==> src/hdl/swarq_pkg.sv <==
// Types, codes and reset values shared by the stop-and-wait ARQ link.
// Used by swarq_engine and stop_and_wait_arq_link; depends on nothing.

package swarq_pkg;

	// Event codes carried in the func field
	typedef enum logic [1:0] {
		FUNC_TICK  = 2'd0,
		FUNC_FRAME = 2'd1,
		FUNC_SEND  = 2'd2
	} swarq_func_t;

	// Result action codes
	typedef enum logic [1:0] {
		ACT_NONE     = 2'd0,
		ACT_TRANSMIT = 2'd1,
		ACT_FORWARD  = 2'd2
	} swarq_action_t;

	// Configuration register indexes (byte address = 4 * index)
	localparam logic [2:0] REG_TIMEOUT_TICKS  = 3'd0;
	localparam logic [2:0] REG_PAYLOAD_LENGTH = 3'd1;
	localparam logic [2:0] REG_DESTINATION_ID = 3'd2;
	localparam logic [2:0] REG_DATA_CODE      = 3'd3;
	localparam logic [2:0] REG_ACK_CODE       = 3'd4;

	localparam int unsigned PADDR_W = 5;

	// Register reset values
	localparam logic [15:0] TIMEOUT_RST = 16'd1000;
	localparam logic [4:0]  PAYLOAD_RST = 5'd31;
	localparam logic [7:0]  DEST_RST    = 8'd0;
	localparam logic [3:0]  DCODE_RST   = 4'd0;
	localparam logic [3:0]  ACODE_RST   = 4'd1;

	// One event transaction
	typedef struct packed {
		logic [1:0] func;
		logic [7:0] rx_header;
		logic [5:0] rx_length;
		logic       data_waiting;
		logic       send_space_ok;
		logic       link_paused;
		logic       tx_buffer_nonempty;
	} swarq_evt_t;

	// One result transaction
	typedef struct packed {
		logic [1:0] action;
		logic [7:0] frame_header;
		logic [5:0] frame_length;
		logic [7:0] frame_destination;
		logic       pop_buffer;
		logic       handling_needed;
	} swarq_res_t;

	// Configuration register set
	typedef struct packed {
		logic [15:0] timeout_ticks;
		logic [4:0]  payload_length;
		logic [7:0]  destination_id;
		logic [3:0]  data_code;
		logic [3:0]  ack_code;
	} swarq_cfg_t;

endpackage

==> src/hdl/stop_and_wait_arq_link.sv <==
// Top level of the stop-and-wait ARQ link: event and result stages, config port.
// Depends on swarq_pkg and swarq_engine.
//
//   channel  | handshake             | payload
//   ---------+-----------------------+------------------------------
//   event    | evt_valid / evt_stall | evt_data  (swarq_evt_t)
//   result   | res_valid / res_stall | res_data  (swarq_res_t)
//   config   | psel/penable/pwrite   | paddr, pwdata, prdata, pready
//
// One event per cycle while res_stall does not hold the flow; an accepted event
// passes the input register, one pass of logic and the result register to res_data.
// Reset clears the link state and loads the register defaults; no clearing pass.
// A stall on the result side holds the result register and then the input
// register; evt_stall rises only when both are full.

module stop_and_wait_arq_link #(
	parameter int unsigned MAX_PAYLOAD = 31
) (
	input  logic                               clk,
	input  logic                               arst_n,
	input  logic                               evt_valid,
	output logic                               evt_stall,
	input  swarq_pkg::swarq_evt_t              evt_data,
	output logic                               res_valid,
	input  logic                               res_stall,
	output swarq_pkg::swarq_res_t              res_data,
	input  logic                               psel,
	input  logic                               penable,
	input  logic                               pwrite,
	input  logic [swarq_pkg::PADDR_W-1:0]      paddr,
	input  logic [31:0]                        pwdata,
	output logic [31:0]                        prdata,
	output logic                               pready
);

	swarq_pkg::swarq_cfg_t cfg_q;
	swarq_pkg::swarq_evt_t evt_s1;
	swarq_pkg::swarq_res_t res_s2;
	swarq_pkg::swarq_res_t res_d;
	logic                  valid_s1;
	logic                  valid_s2;
	logic                  adv_s1;
	logic                  load_s1;
	logic                  cfg_wr;
	logic [2:0]            reg_idx;

	assign pready  = 1'b1;
	assign reg_idx = paddr[4:2];
	assign cfg_wr  = psel && penable && pwrite;

	// Write configuration registers
	always_ff @(posedge clk or negedge arst_n) begin
		if (!arst_n) begin
			cfg_q.timeout_ticks  <= swarq_pkg::TIMEOUT_RST;
			cfg_q.payload_length <= swarq_pkg::PAYLOAD_RST;
			cfg_q.destination_id <= swarq_pkg::DEST_RST;
			cfg_q.data_code      <= swarq_pkg::DCODE_RST;
			cfg_q.ack_code       <= swarq_pkg::ACODE_RST;
		end else if (cfg_wr) begin
			case (reg_idx)
				swarq_pkg::REG_TIMEOUT_TICKS:  cfg_q.timeout_ticks  <= pwdata[15:0];
				swarq_pkg::REG_PAYLOAD_LENGTH: cfg_q.payload_length <= pwdata[4:0];
				swarq_pkg::REG_DESTINATION_ID: cfg_q.destination_id <= pwdata[7:0];
				swarq_pkg::REG_DATA_CODE:      cfg_q.data_code      <= pwdata[3:0];
				swarq_pkg::REG_ACK_CODE:       cfg_q.ack_code       <= pwdata[3:0];
				default: begin
				end
			endcase
		end
	end

	// Read back configuration registers
	always_comb begin
		case (reg_idx)
			swarq_pkg::REG_TIMEOUT_TICKS:  prdata = {16'd0, cfg_q.timeout_ticks};
			swarq_pkg::REG_PAYLOAD_LENGTH: prdata = {27'd0, cfg_q.payload_length};
			swarq_pkg::REG_DESTINATION_ID: prdata = {24'd0, cfg_q.destination_id};
			swarq_pkg::REG_DATA_CODE:      prdata = {28'd0, cfg_q.data_code};
			swarq_pkg::REG_ACK_CODE:       prdata = {28'd0, cfg_q.ack_code};
			default:                       prdata = '0;
		endcase
	end

	// Advance when the result register is empty or being taken
	assign adv_s1    = valid_s1 && (!valid_s2 || !res_stall);
	assign evt_stall = valid_s1 && !adv_s1;
	assign load_s1   = evt_valid && !evt_stall;

	swarq_engine #(
		.MAX_PAYLOAD(MAX_PAYLOAD)
	) u_engine (
		.clk    (clk),
		.arst_n (arst_n),
		.step   (adv_s1),
		.evt    (evt_s1),
		.cfg    (cfg_q),
		.res    (res_d)
	);

	// Track stage occupancy
	always_ff @(posedge clk or negedge arst_n) begin
		if (!arst_n) begin
			valid_s1 <= 1'b0;
			valid_s2 <= 1'b0;
		end else begin
			if (load_s1) begin
				valid_s1 <= 1'b1;
			end else if (adv_s1) begin
				valid_s1 <= 1'b0;
			end
			if (adv_s1) begin
				valid_s2 <= 1'b1;
			end else if (!res_stall) begin
				valid_s2 <= 1'b0;
			end
		end
	end

	// Capture the event and the result transactions
	always_ff @(posedge clk) begin
		if (load_s1) begin
			evt_s1 <= evt_data;
		end
		if (adv_s1) begin
			res_s2 <= res_d;
		end
	end

	assign res_valid = valid_s2;
	assign res_data  = res_s2;

endmodule

==> src/hdl/swarq_engine.sv <==
// Protocol state of the stop-and-wait link and the single-pass event logic.
// Depends on swarq_pkg; instantiated by stop_and_wait_arq_link.

module swarq_engine #(
	parameter int unsigned MAX_PAYLOAD = 31
) (
	input  logic                  clk,
	input  logic                  arst_n,
	input  logic                  step,
	input  swarq_pkg::swarq_evt_t evt,
	input  swarq_pkg::swarq_cfg_t cfg,
	output swarq_pkg::swarq_res_t res
);

	localparam logic [7:0] MaxPay = 8'(MAX_PAYLOAD);

	logic        running_q;
	logic [15:0] count_q;
	logic [3:0]  seq_q;
	logic        first_q;
	logic [7:0]  pend_q;

	logic        running_d;
	logic [15:0] count_d;
	logic [3:0]  seq_d;
	logic        first_d;
	logic [7:0]  pend_d;

	logic [15:0] count_inc;
	logic [3:0]  rx_seq;
	logic [3:0]  rx_code;
	logic [5:0]  rx_pay;
	logic [5:0]  fwd_len;
	logic [4:0]  tx_pay;
	logic        fwd;

	// Work out the next state and the result for the event in hand
	always_comb begin
		running_d = running_q;
		count_d   = count_q;
		seq_d     = seq_q;
		first_d   = first_q;
		pend_d    = pend_q;
		fwd       = 1'b0;
		res       = '0;

		count_inc = count_q + 16'd1;
		rx_seq    = evt.rx_header[7:4];
		rx_code   = evt.rx_header[3:0];
		rx_pay    = (evt.rx_length == 6'd0) ? 6'd0 : evt.rx_length - 6'd1;
		fwd_len   = ({2'b00, rx_pay} > MaxPay) ? MaxPay[5:0] : rx_pay;
		tx_pay    = ({3'b000, cfg.payload_length} > MaxPay) ? MaxPay[4:0]
			: cfg.payload_length;

		case (evt.func)
			swarq_pkg::FUNC_TICK: begin
				// advance the retransmit timer, stop it on expiry
				if (running_q) begin
					if (count_inc == cfg.timeout_ticks) begin
						count_d   = '0;
						running_d = 1'b0;
					end else begin
						count_d = count_inc;
					end
				end
			end
			swarq_pkg::FUNC_FRAME: begin
				if (rx_code == cfg.data_code) begin
					// store the ack, forward unless a repeat
					pend_d  = {rx_seq, cfg.ack_code};
					first_d = 1'b1;
					fwd     = !first_q || (rx_seq != seq_q);
					if (fwd) begin
						seq_d            = rx_seq;
						res.action       = swarq_pkg::ACT_FORWARD;
						res.frame_length = fwd_len;
					end
				end else if (rx_code == cfg.ack_code) begin
					// matching ack: flip the sequence bit, drop the front set if there is one
					if (rx_seq == seq_q) begin
						seq_d = {3'b000, ~seq_q[0]};
						if (evt.tx_buffer_nonempty) begin
							res.pop_buffer = 1'b1;
							running_d      = 1'b0;
							count_d        = '0;
						end
					end
				end
			end
			swarq_pkg::FUNC_SEND: begin
				res.action            = swarq_pkg::ACT_TRANSMIT;
				res.frame_destination = cfg.destination_id;
				if (pend_q != 8'd0) begin
					res.frame_header = pend_q;
					res.frame_length = 6'd1;
					pend_d           = '0;
				end else begin
					res.frame_header = {seq_q, cfg.data_code};
					res.frame_length = {1'b0, tx_pay} + 6'd1;
					running_d        = 1'b1;
				end
			end
			default: begin
			end
		endcase

		res.handling_needed = (evt.data_waiting && !running_d)
			|| (evt.send_space_ok && (pend_d != 8'd0) && !evt.link_paused);
	end

	// Commit the state when the event leaves for the result register
	always_ff @(posedge clk or negedge arst_n) begin
		if (!arst_n) begin
			running_q <= 1'b0;
			count_q   <= '0;
			seq_q     <= '0;
			first_q   <= 1'b0;
			pend_q    <= '0;
		end else if (step) begin
			running_q <= running_d;
			count_q   <= count_d;
			seq_q     <= seq_d;
			first_q   <= first_d;
			pend_q    <= pend_d;
		end
	end

endmodule
==> config.mk <==
export PLATFORM = sky130hd
export DESIGN_NAME = stop_and_wait_arq_link
export DESIGN_NICKNAME = d
export VERILOG_FILES = /design/src/hdl/swarq_pkg.sv /design/src/hdl/stop_and_wait_arq_link.sv /design/src/hdl/swarq_engine.sv
export SDC_FILE = /design/constraint.sdc
export NUM_CORES = 1
export LEC_CHECK = 0
export ABC_AREA = 1
export BUFFER_PORTS_ARGS = -buffer_cell sky130_fd_sc_hd__buf_2
export CORE_ASPECT_RATIO = 2
export CORE_UTILIZATION = 40
export CTS_CLUSTER_DIAMETER = 80
export DETAILED_ROUTE_END_ITERATION = 7
export GPL_TIMING_DRIVEN = 0
export SYNTH_ARGS = -nofsm -noshare
export SYNTH_HDL_FRONTEND = slang
export SYNTH_SLANG_ARGS = --single-unit
==> constraint.sdc <==
create_clock -name clk -period 3.3 [get_ports clk]
set_clock_uncertainty 0.15 [all_clocks]
set_input_delay 0.165 -clock clk [delete_from_list [all_inputs] [get_ports clk]]
set_output_delay 0.165 -clock clk [all_outputs]
set_load 0.02 [all_outputs]
==> results.env, run 1 <==
INTPOWER_mW=3.214
CLOCKROOTBUFFER='sky130_fd_sc_hd__clkbuf_16'
TIMING_MAX_TRANSITION_VIOLATIONS_FINAL=0
CRIT_FANOUT=14
SYNTHESIZED_AREA_FRACTION_OCCUPIED_BY_XOR_AND_XNOR_CELLS=0.02499
GROUTE.USAGE.OVERALL=0.2391
RSZ0062_AT_GRT='no'
TIMING.HOLD.WORST_PATH_DEPTH=3
FP.DIEH_UM=174.6
CLOCK_LATENCY_PS=410
LEAKAGE_nW=3.625
TIMING.FMAX_MHz=342.4
FINAL_HOLD_VIOLATIONS=0
CLOCK_SINKS=115
SYNTH-WARNING-COUNT=0
POWER.CLOCK.FRACTION=0.403
CTS_SETUP_BUFFERS=0
INITIAL_ANTENNA_VIOLATION_COUNT=0
WORST_SETUP_EP_TYPE='flop'
MAIN_COMBINATIONAL_CELL_FAMILY_BY_AREA_AFTER_SYNTHESIS='simple AND/OR/NAND/NOR gates'
SEQPWRFRAC=0.413
SYNTH_EDF_COUNT=46
SLEW-LIMIT-HEADROOM=0.4538
TRITONCTS='built'
PLACE.DETAILED.HPWL_MM=12.97
WORSTREGTOREGCELLS=10
DIE_W_UM=88.29
SWITCHINGPOWER_mW=1.365
SYNTH.FF_LATCH_COUNT=115
VDD_IR_DROP_MAX_mV=0.5565
PIN_COUNT=125
ARRIVAL_PS=3050
SYN_AVG_CELL_AREA_UM2=8.462
WORSTSETUPSTARTPOINTTYPE='input port'
AREA_TAKEN_BY_FLIP_FLOPS_AND_LATCHES_UM2=3123
PLACE.DETAILED.INSTANCES=1001
POST_SYNTH_MUX_AREA_SHARE=0
DRC_VIOLATION_TOTAL_AFTER_THE_FIRST_TRITONROUTE_ITERATION=308
GLOBALROUTEOVERFLOWTOTAL=0
TIMING.SETUP.CRITICAL_PATH_CLASS='in2reg'
DETAIL_ROUTE.WL_PER_CELL_UM=16.25
CTS.HTREE.LEVELS=4
COUNT_OF_INPUT_AND_OUTPUT_BUFFERS=89
NNETSFINAL=937
COMB_POWER_SHARE=0.183
FIRST_GLOBAL_VIAS=5549
TRITONCTS_BUFFER_COUNT=17
FINALNONFILLERCELLS=1071
LARGEST_NET_DEGREE_AT_THE_START_OF_GLOBAL_ROUTING=40
CTS.PATH.MAX_BUFFERS=2
NETSWITCHINGFRACTION=0.2981
MAX_CAP_VIOLATIONS=0
ASYNCSETRESETFLOPFRACSYNTH=0.6000
TOTAL_NUMBER_OF_VIAS=5333
FIN_TNS_SETUP_PS=0
POST-ROUTE-PERIOD-UTIL=0.8851
DIE-AREA_UM2=15410
VIAS_PER_CELL=4.979
SYNTH.CELL_AREA_UM2=5957
SYN2LAYOUT_AREA_GROWTH_PCT=29.13
DR.PASS1.ITERS=5
FINAL_PERIOD_MINUS_WORST_SETUP_SLACK_PS=2921
HOLD_PATH_CLASS='in2reg'
SYNTH_LARGEST_TYPE_AREA_FRACTION=0.2394
SYNTHESIS.INSTANCES=704
TOTAL_POWER_mW=4.578
GP_ROUTABILITY_CONGESTION=0.9134
INITIAL_CELL_DENSITY_OF_THE_CORE=0.4129
SETUP_VIOLATIONS=0
RATIO_OF_CELLS_WITH_DRIVE_ABOVE_1_IN_THE_FINAL_LAYOUT=0.2005
SEQ_AREA_FRAC_SYNTH=0.5243
AREA_FRACTION_IN_COMPOUND_GATES_AFTER_SYNTHESIS=0.1050
DOMINANTREGCELLSYNTH='sky130_fd_sc_hd__dfrtp_1'
WIRE_LENGTH_OF_THE_FIRST_GLOBAL_ROUTING_PASS_MM=27.43
SYNTH_AREA_LEADERS='sky130_fd_sc_hd__dfrtp_1 24%, sky130_fd_sc_hd__edfxtp_1 23%, sky130_fd_sc_hd__nand2_1 12%'
MULTI_INPUT_AREA_UM2=2392
CP.REQUIRED_PS=3430
DRTANTENNAVIOLNETS=0
CELLPOWERDENSITY_nW_PER_UM2=595.2
WORSTMARGINPINSLEW_PS=818.5
TOP_CELL_TYPE_BY_TOTAL_AREA_AFTER_SYNTHESIS='sky130_fd_sc_hd__dfrtp_1'
FINAL.FILL_COUNT=1385
PLACEMENT_ROWS=62
TOTALWIRELENGTH_MM=17.41
FINISH.UTILIZATION=0.5331
CORE_AREA_UM2=14430
CTS_RESIZES=0
SYNTH-SIMPLE-AREA-SHARE=0.2418
CTS.REPORTEDPATHS.CLKPINSLEW_PS=60
STATUS='complete, no violations'
SYNTH-ADDER-AREA-SHARE=0.01680
POST_SYNTH_NUM_CELL_TYPES=42
DETAIL_ROUTE.DRC_VIOLATIONS=0
[routing by layer]
layer  wire [µm]  global-route usage
met5           0                   0
met3         586             0.03968
met4         972              0.1458
met2        9814              0.4526
met1        6035              0.2278
[critical path, cell delays in order]
cell and delay, ps:
sky130_fd_sc_hd__dlygate4sd3_1 530, sky130_fd_sc_hd__buf_2 120, sky130_fd_sc_hd__nand2_1 90, sky130_fd_sc_hd__inv_1 130
sky130_fd_sc_hd__nor2_4 460, sky130_fd_sc_hd__inv_2 200, sky130_fd_sc_hd__nor2_2 180, sky130_fd_sc_hd__inv_1 70
sky130_fd_sc_hd__o22ai_1 190, sky130_fd_sc_hd__a21boi_2 450, sky130_fd_sc_hd__buf_2 340, sky130_fd_sc_hd__o21ai_0 120
[final timing paths]
path	start	end	slack, ps
min in group asynchronous	arst_n	u_engine.count_q[5]$_DFFE_PN0P_	90
min	pwdata[3]	cfg_q[3]$_DFFE_PN0P_	2
max	res_stall	u_engine.count_q[14]$_DFFE_PN0P_	380
max reg2reg	res_valid$_DFFE_PN0P_	u_engine.count_q[14]$_DFFE_PN0P_	400
min reg2reg	u_engine.first_q$_DFFE_PN0P_	u_engine.first_q$_DFFE_PN0P_	340
max in group asynchronous	arst_n	cfg_q[17]$_DFFE_PN1P_	2270
[cells by family after synthesis]
kind of cell	count (synthesis)
xor gates and xnor gates	17
other	2
DFF	115
AOI/OAI and AO/OA	115
and+or+nand+nor	328
buffers and inverters	119
adders and majority gates	8
[flip-flops by register name, indices dropped and copies added, names as in the netlist]
register and flops:
cfg_q 37, res_valid 1, u_engine.seq_q 4, u_engine.running_q 1, u_engine.count_q 16, valid_s1 1, evt_s1 20, res_data 26
u_engine.pend_q 8, u_engine.first_q 1
[synthesized netlist by cell type, types with 3 or more instances]
library cell / instances
sky130_fd_sc_hd__a21oi_1: 27
sky130_fd_sc_hd__nand2_2: 5
sky130_fd_sc_hd__o21ai_0: 63
sky130_fd_sc_hd__nand4_1: 8
sky130_fd_sc_hd__nand2_1: 191
sky130_fd_sc_hd__nand3_1: 39
sky130_fd_sc_hd__xnor2_1: 6
sky130_fd_sc_hd__buf_4: 17
sky130_fd_sc_hd__nor2_4: 5
sky130_fd_sc_hd__nor3_1: 3
sky130_fd_sc_hd__clkbuf_1: 7
sky130_fd_sc_hd__dfrtp_1: 57
sky130_fd_sc_hd__inv_1: 91
sky130_fd_sc_hd__o22ai_1: 12
sky130_fd_sc_hd__edfxtp_1: 46
sky130_fd_sc_hd__xor2_1: 11
sky130_fd_sc_hd__ha_1: 8
sky130_fd_sc_hd__nor2_1: 58
sky130_fd_sc_hd__nor2_2: 6
sky130_fd_sc_hd__dfstp_2: 12
sky130_fd_sc_hd__a221oi_1: 3
sky130_fd_sc_hd__o21ai_1: 3
[layout by cell type (no fill, tap or decap), types with 18 or more instances in the layout]
cell type / synthesis / routed
sky130_fd_sc_hd__dfrtp_1: 57 / 57
sky130_fd_sc_hd__inv_1: 91 / 91
sky130_fd_sc_hd__a21oi_1: 27 / 27
sky130_fd_sc_hd__nand3_1: 39 / 39
sky130_fd_sc_hd__o21ai_0: 63 / 63
sky130_fd_sc_hd__nor2_1: 58 / 57
sky130_fd_sc_hd__edfxtp_1: 46 / 46
sky130_fd_sc_hd__buf_2: 1 / 89
sky130_fd_sc_hd__buf_4: 17 / 18
sky130_fd_sc_hd__nand2_1: 191 / 191
sky130_fd_sc_hd__dlygate4sd3_1: 0 / 36
[area by class of cell]
type	instances	share of cell area
antenna	1	0.0003253
buffer	26	0.02115
clock buffer	19	0.05628
clock inverter	13	0.02098
inverter	93	0.04538
multi-input combinational	486	0.3110
sequential	115	0.4060
tap	192	0.03123
timing repair buffer	126	0.1077
[power groups by stage]
stage               Clock (mW)  Combinational, mW  Sequential, mW
CTS                       1.87              0.836            1.89
global route              1.93              0.943            1.92
global placement             0              0.774            1.91
detailed placement           0              0.797            1.92
floorplan                    0              0.512            1.91
finish                    1.85              0.838            1.89
[timing repair]
action,4_1_cts,5_1_grt
endpoints found under the hold margin,100,0
endpoints found under the setup margin,0,6
hold buffers,36,0
[through the flow]
step	setup slack, ps	area [µm²]	hold slack (ps)
2_1_floorplan	120.6	6013	-280.6
3_3_place_gp	-1076	6699	191.3
3_5_place_dp	259.6	6729	-15.11
4_1_cts	195.7	7684	4.375
5_1_grt	207.4	7690	8.672
6_report	379.3	7692	2.020
No activity file was read; power rests on OpenSTA's default activity.
==> run 2, diff against run 1 <==
ABC_AREA = 0   (was 1)
clock period = 3.6 ns   (was 3.3 ns; I/O delays follow)
==> results.env, run 2 <==
ARRIVAL_PS=3400
SYNTH_EDF_COUNT=46
POSTLAYOUTCELLAREA_UM2=7780
SYNTHESIZED_AREA_FRACTION_OCCUPIED_BY_XOR_AND_XNOR_CELLS=0.05718
SETUP_VIOLATIONS=0
CP.REQUIRED_PS=3730
DRC_VIOLATION_TOTAL_AFTER_THE_FIRST_TRITONROUTE_ITERATION=219
SLEW-LIMIT-HEADROOM=0.2145
WORST_SETUP_EP_TYPE='flop'
PLACE.DETAILED.HPWL_MM=11.07
GP_ROUTABILITY_CONGESTION=0.9246
TRITONCTS_BUFFER_COUNT=17
ASYNCSETRESETFLOPFRACSYNTH=0.6000
LARGEST_REG_FLOPS=37
POST_SYNTH_NUM_CELL_TYPES=65
CELLPOWERDENSITY_nW_PER_UM2=547.0
DR.PASS1.ITERS=4
FINAL_HOLD_VIOLATIONS=0
SYN2LAYOUT_AREA_GROWTH_PCT=30.25
NNETSFINAL=762
TOTAL_NUMBER_OF_VIAS=4712
MAX_CAP_VIOLATIONS=0
CRIT_FANOUT=9
WIRE_LENGTH_OF_THE_FIRST_GLOBAL_ROUTING_PASS_MM=23.96
MAX_STAGE_DELAY_PS=470
PLACE.DETAILED.INSTANCES=822
CTS.REPORTEDPATHS.CLKPINSLEW_PS=50
VDD_IR_DROP_MAX_mV=0.3753
DIE-AREA_UM2=15460
WORST_PATH_DOMINANT_CELL_FAMILY='simple AND/OR/NAND/NOR gates'
CP_SLOWEST_CELL='sky130_fd_sc_hd__or3_1'
HOLD_PATH_CLASS='in2reg'
INITIAL_ANTENNA_VIOLATION_COUNT=0
VIAS_PER_CELL=5.265
TIMING_MAX_TRANSITION_VIOLATIONS_FINAL=0
SEQ_AREA_FRAC_SYNTH=0.5228
FIRST_GLOBAL_VIAS=4823
WORSTSETUPSTARTPOINTTYPE='flop'
CTS_SETUP_BUFFERS=0
HOLDWS_PS=104.3
YOSYS.CELL_COUNT.TOP_TYPE='sky130_fd_sc_hd__dfrtp_1'
RSZ0062_AT_GRT='no'
LARGEST_NET_DEGREE_AT_THE_START_OF_GLOBAL_ROUTING=69
SYNTH.FF_LATCH_COUNT=115
TOTAL_POWER_mW=4.256
TRITONCTS='built'
SYNTH_LARGEST_TYPE_AREA_FRACTION=0.2388
MOSTFREQUENTLAYOUTCELLS='94 x sky130_fd_sc_hd__buf_2, 57 x sky130_fd_sc_hd__dfrtp_1, 46 x sky130_fd_sc_hd__edfxtp_1'
TOTALWIRELENGTH_MM=15.28
MAIN_COMBINATIONAL_CELL_FAMILY_BY_AREA_AFTER_SYNTHESIS='simple AND/OR/NAND/NOR gates'
SYNTHESIS.INSTANCES=524
PLACEMENT_ROWS=62
SYN_AVG_CELL_AREA_UM2=11.40
TOP_REGISTER='cfg_q'
GLOBALROUTEOVERFLOWTOTAL=0
DIE_W_UM=88.41
CRIT_BUF_INV=0
DETAIL_ROUTE.WL_PER_CELL_UM=17.08
LEAKAGE_nW=3.334
SYNTH_AREA_LEADERS='sky130_fd_sc_hd__dfrtp_1 24%, sky130_fd_sc_hd__edfxtp_1 23%, sky130_fd_sc_hd__mux2_2 6.8%'
RATIO_OF_CELLS_WITH_DRIVE_ABOVE_1_IN_THE_FINAL_LAYOUT=0.3001
CLOCK_LATENCY_PS=410
FINAL.FILL_COUNT=1288
CTS.HTREE.LEVELS=4
CP_CELL_SEQUENCE='ha_1, nand4_1, or3_1, xnor2_1, o21ai_0, nor4_1, a211oi_2, and3_1, a221o_1'
DPL-INSTANCE-AREA_UM2=6793
CLOCKROOTBUFFER='sky130_fd_sc_hd__clkbuf_16'
MOSTFREQUENTLAYOUTCELL='sky130_fd_sc_hd__buf_2'
AREA_FRACTION_IN_COMPOUND_GATES_AFTER_SYNTHESIS=0.1240
DETAIL_ROUTE.DRC_VIOLATIONS=0
ANTENNA_CELLS=0
SYNTH-ADDER-AREA-SHARE=0.01676
GROUTE.USAGE.OVERALL=0.2092
POST-ROUTE-PERIOD-UTIL=0.9072
CTS.PATH.MAX_BUFFERS=2
TIMING.SETUP.CRITICAL_PATH_CLASS='reg2reg'
SYNTH-WARNING-COUNT=0
WORSTMARGINPINSLEW_PS=1169
DRTANTENNAVIOLNETS=0
TIMING.FMAX_MHz=306.2
FP.DIEH_UM=174.8
STATUS='complete, no violations'
COUNT_OF_INPUT_AND_OUTPUT_BUFFERS=88
INITIAL_CELL_DENSITY_OF_THE_CORE=0.4118
TOP_CELL_TYPE_BY_TOTAL_AREA_AFTER_SYNTHESIS='sky130_fd_sc_hd__dfrtp_1'
SYNTH.CELL_AREA_UM2=5973
DOMINANTREGCELLSYNTH='sky130_fd_sc_hd__dfrtp_1'
PIN_COUNT=125
FINALNONFILLERCELLS=895
SYNTH-SIMPLE-AREA-SHARE=0.1403
POST_SYNTH_MUX_AREA_SHARE=0.08965
SYNTH.CELLS.MOST_FREQUENT='57 x sky130_fd_sc_hd__dfrtp_1, 46 x sky130_fd_sc_hd__edfxtp_1, 36 x sky130_fd_sc_hd__mux2_2'
CLOCK_SINKS=115
FINAL_PERIOD_MINUS_WORST_SETUP_SLACK_PS=3266
CORE_AREA_UM2=14510
==> run 2: cell types whose count changed in the layout (fill, tap and decap cells not counted), sizes merged, moves of 7 or more <==
cell,before,now
nand2,196,35
a31oi,0,8
o311ai,0,8
inv,92,15
mux2,0,36
mux2i,0,13
nor2,70,30
and2,2,21
buf,109,119
xnor2,6,26
o21ai,66,12
nand3,42,25
o22ai,12,5
nor3,4,13
==> run 2: stage by stage <==
step                      setup slack (ps)  utilization  setup TNS, ps
final                                334.0       0.5363              0
after global routing                 71.31       0.5363              0
after CTS                            340.2       0.5363              0
after detailed placement             376.6       0.4683              0
after global placement               -1115       0.4626         -25210
after floorplan                      190.3            -              0
==> run 2: cell families after synthesis <==
family          Yosys count
compound gates           98
fa+ha+maj                 8
simple gates            160
other cells               2
flops                   115
buf+inv                  53
xor+xnor                 39
mux                      49
==> run 2: final cells by class <==
type / count / area (µm²) / area share
plain buffers: 37 / 226.5 / 0.02911
multi-input cells: 371 / 2638 / 0.3390
flip-flops and latches: 115 / 3123 / 0.4014
clock inverters: 11 / 136.4 / 0.01753
inverters: 16 / 60.06 / 0.007720
well taps: 192 / 240.2 / 0.03088
clock buffers: 21 / 440.4 / 0.05661
repair buffers: 132 / 915.9 / 0.1177
==> run 2: what timing repair did <==
action | CTS | global route
hold buffers | 41 | 0
endpoints found under the setup margin | 0 | 0
resized for setup | 0 | 0
hold endpoints to repair | 128 | 0
==> run 2: tightest hold or removal path, stage by stage <==
cell and delay, ps:
sky130_fd_sc_hd__buf_2 130, sky130_fd_sc_hd__nor4_2 90, sky130_fd_sc_hd__mux2_2 220
==> run 2: report_power, final <==
| group | internal, mW | switching, mW |
|---|---|---|
| registers | 1.58 | 0.178 |
| logic | 0.369 | 0.470 |
| clock network | 1.08 | 0.581 |
==> run 2: metal layers <==
| metal | vias up | GRT usage | wire length [µm] |
|---|---|---|---|
| met4 | 0 | 0.1190 | 686 |
| met2 | 136 | 0.3936 | 8847 |
| met5 | - | 0 | 0 |
| met1 | 2314 | 0.2020 | 5260 |
| li1 | 2217 | - | - |
| met3 | 45 | 0.04015 | 490 |
==> run 2: path summary, 6_finish.rpt <==
check,from,endpoint,slack (ps),cells after the start
setup / recovery,u_engine.count_q[0]$_DFFE_PN0P_,u_engine.count_q[8]$_DFFE_PN0P_,330,9
hold / removal,paddr[4],cfg_q[28]$_DFFE_PN1P_,100,3
setup reg to reg,u_engine.count_q[0]$_DFFE_PN0P_,u_engine.count_q[8]$_DFFE_PN0P_,330,9
hold reg to reg,u_engine.first_q$_DFFE_PN0P_,u_engine.first_q$_DFFE_PN0P_,350,1
max in group asynchronous,arst_n,cfg_q[15]$_DFFE_PN0P_,2690,3
min in group asynchronous,arst_n,cfg_q[12]$_DFFE_PN0P_,160,3
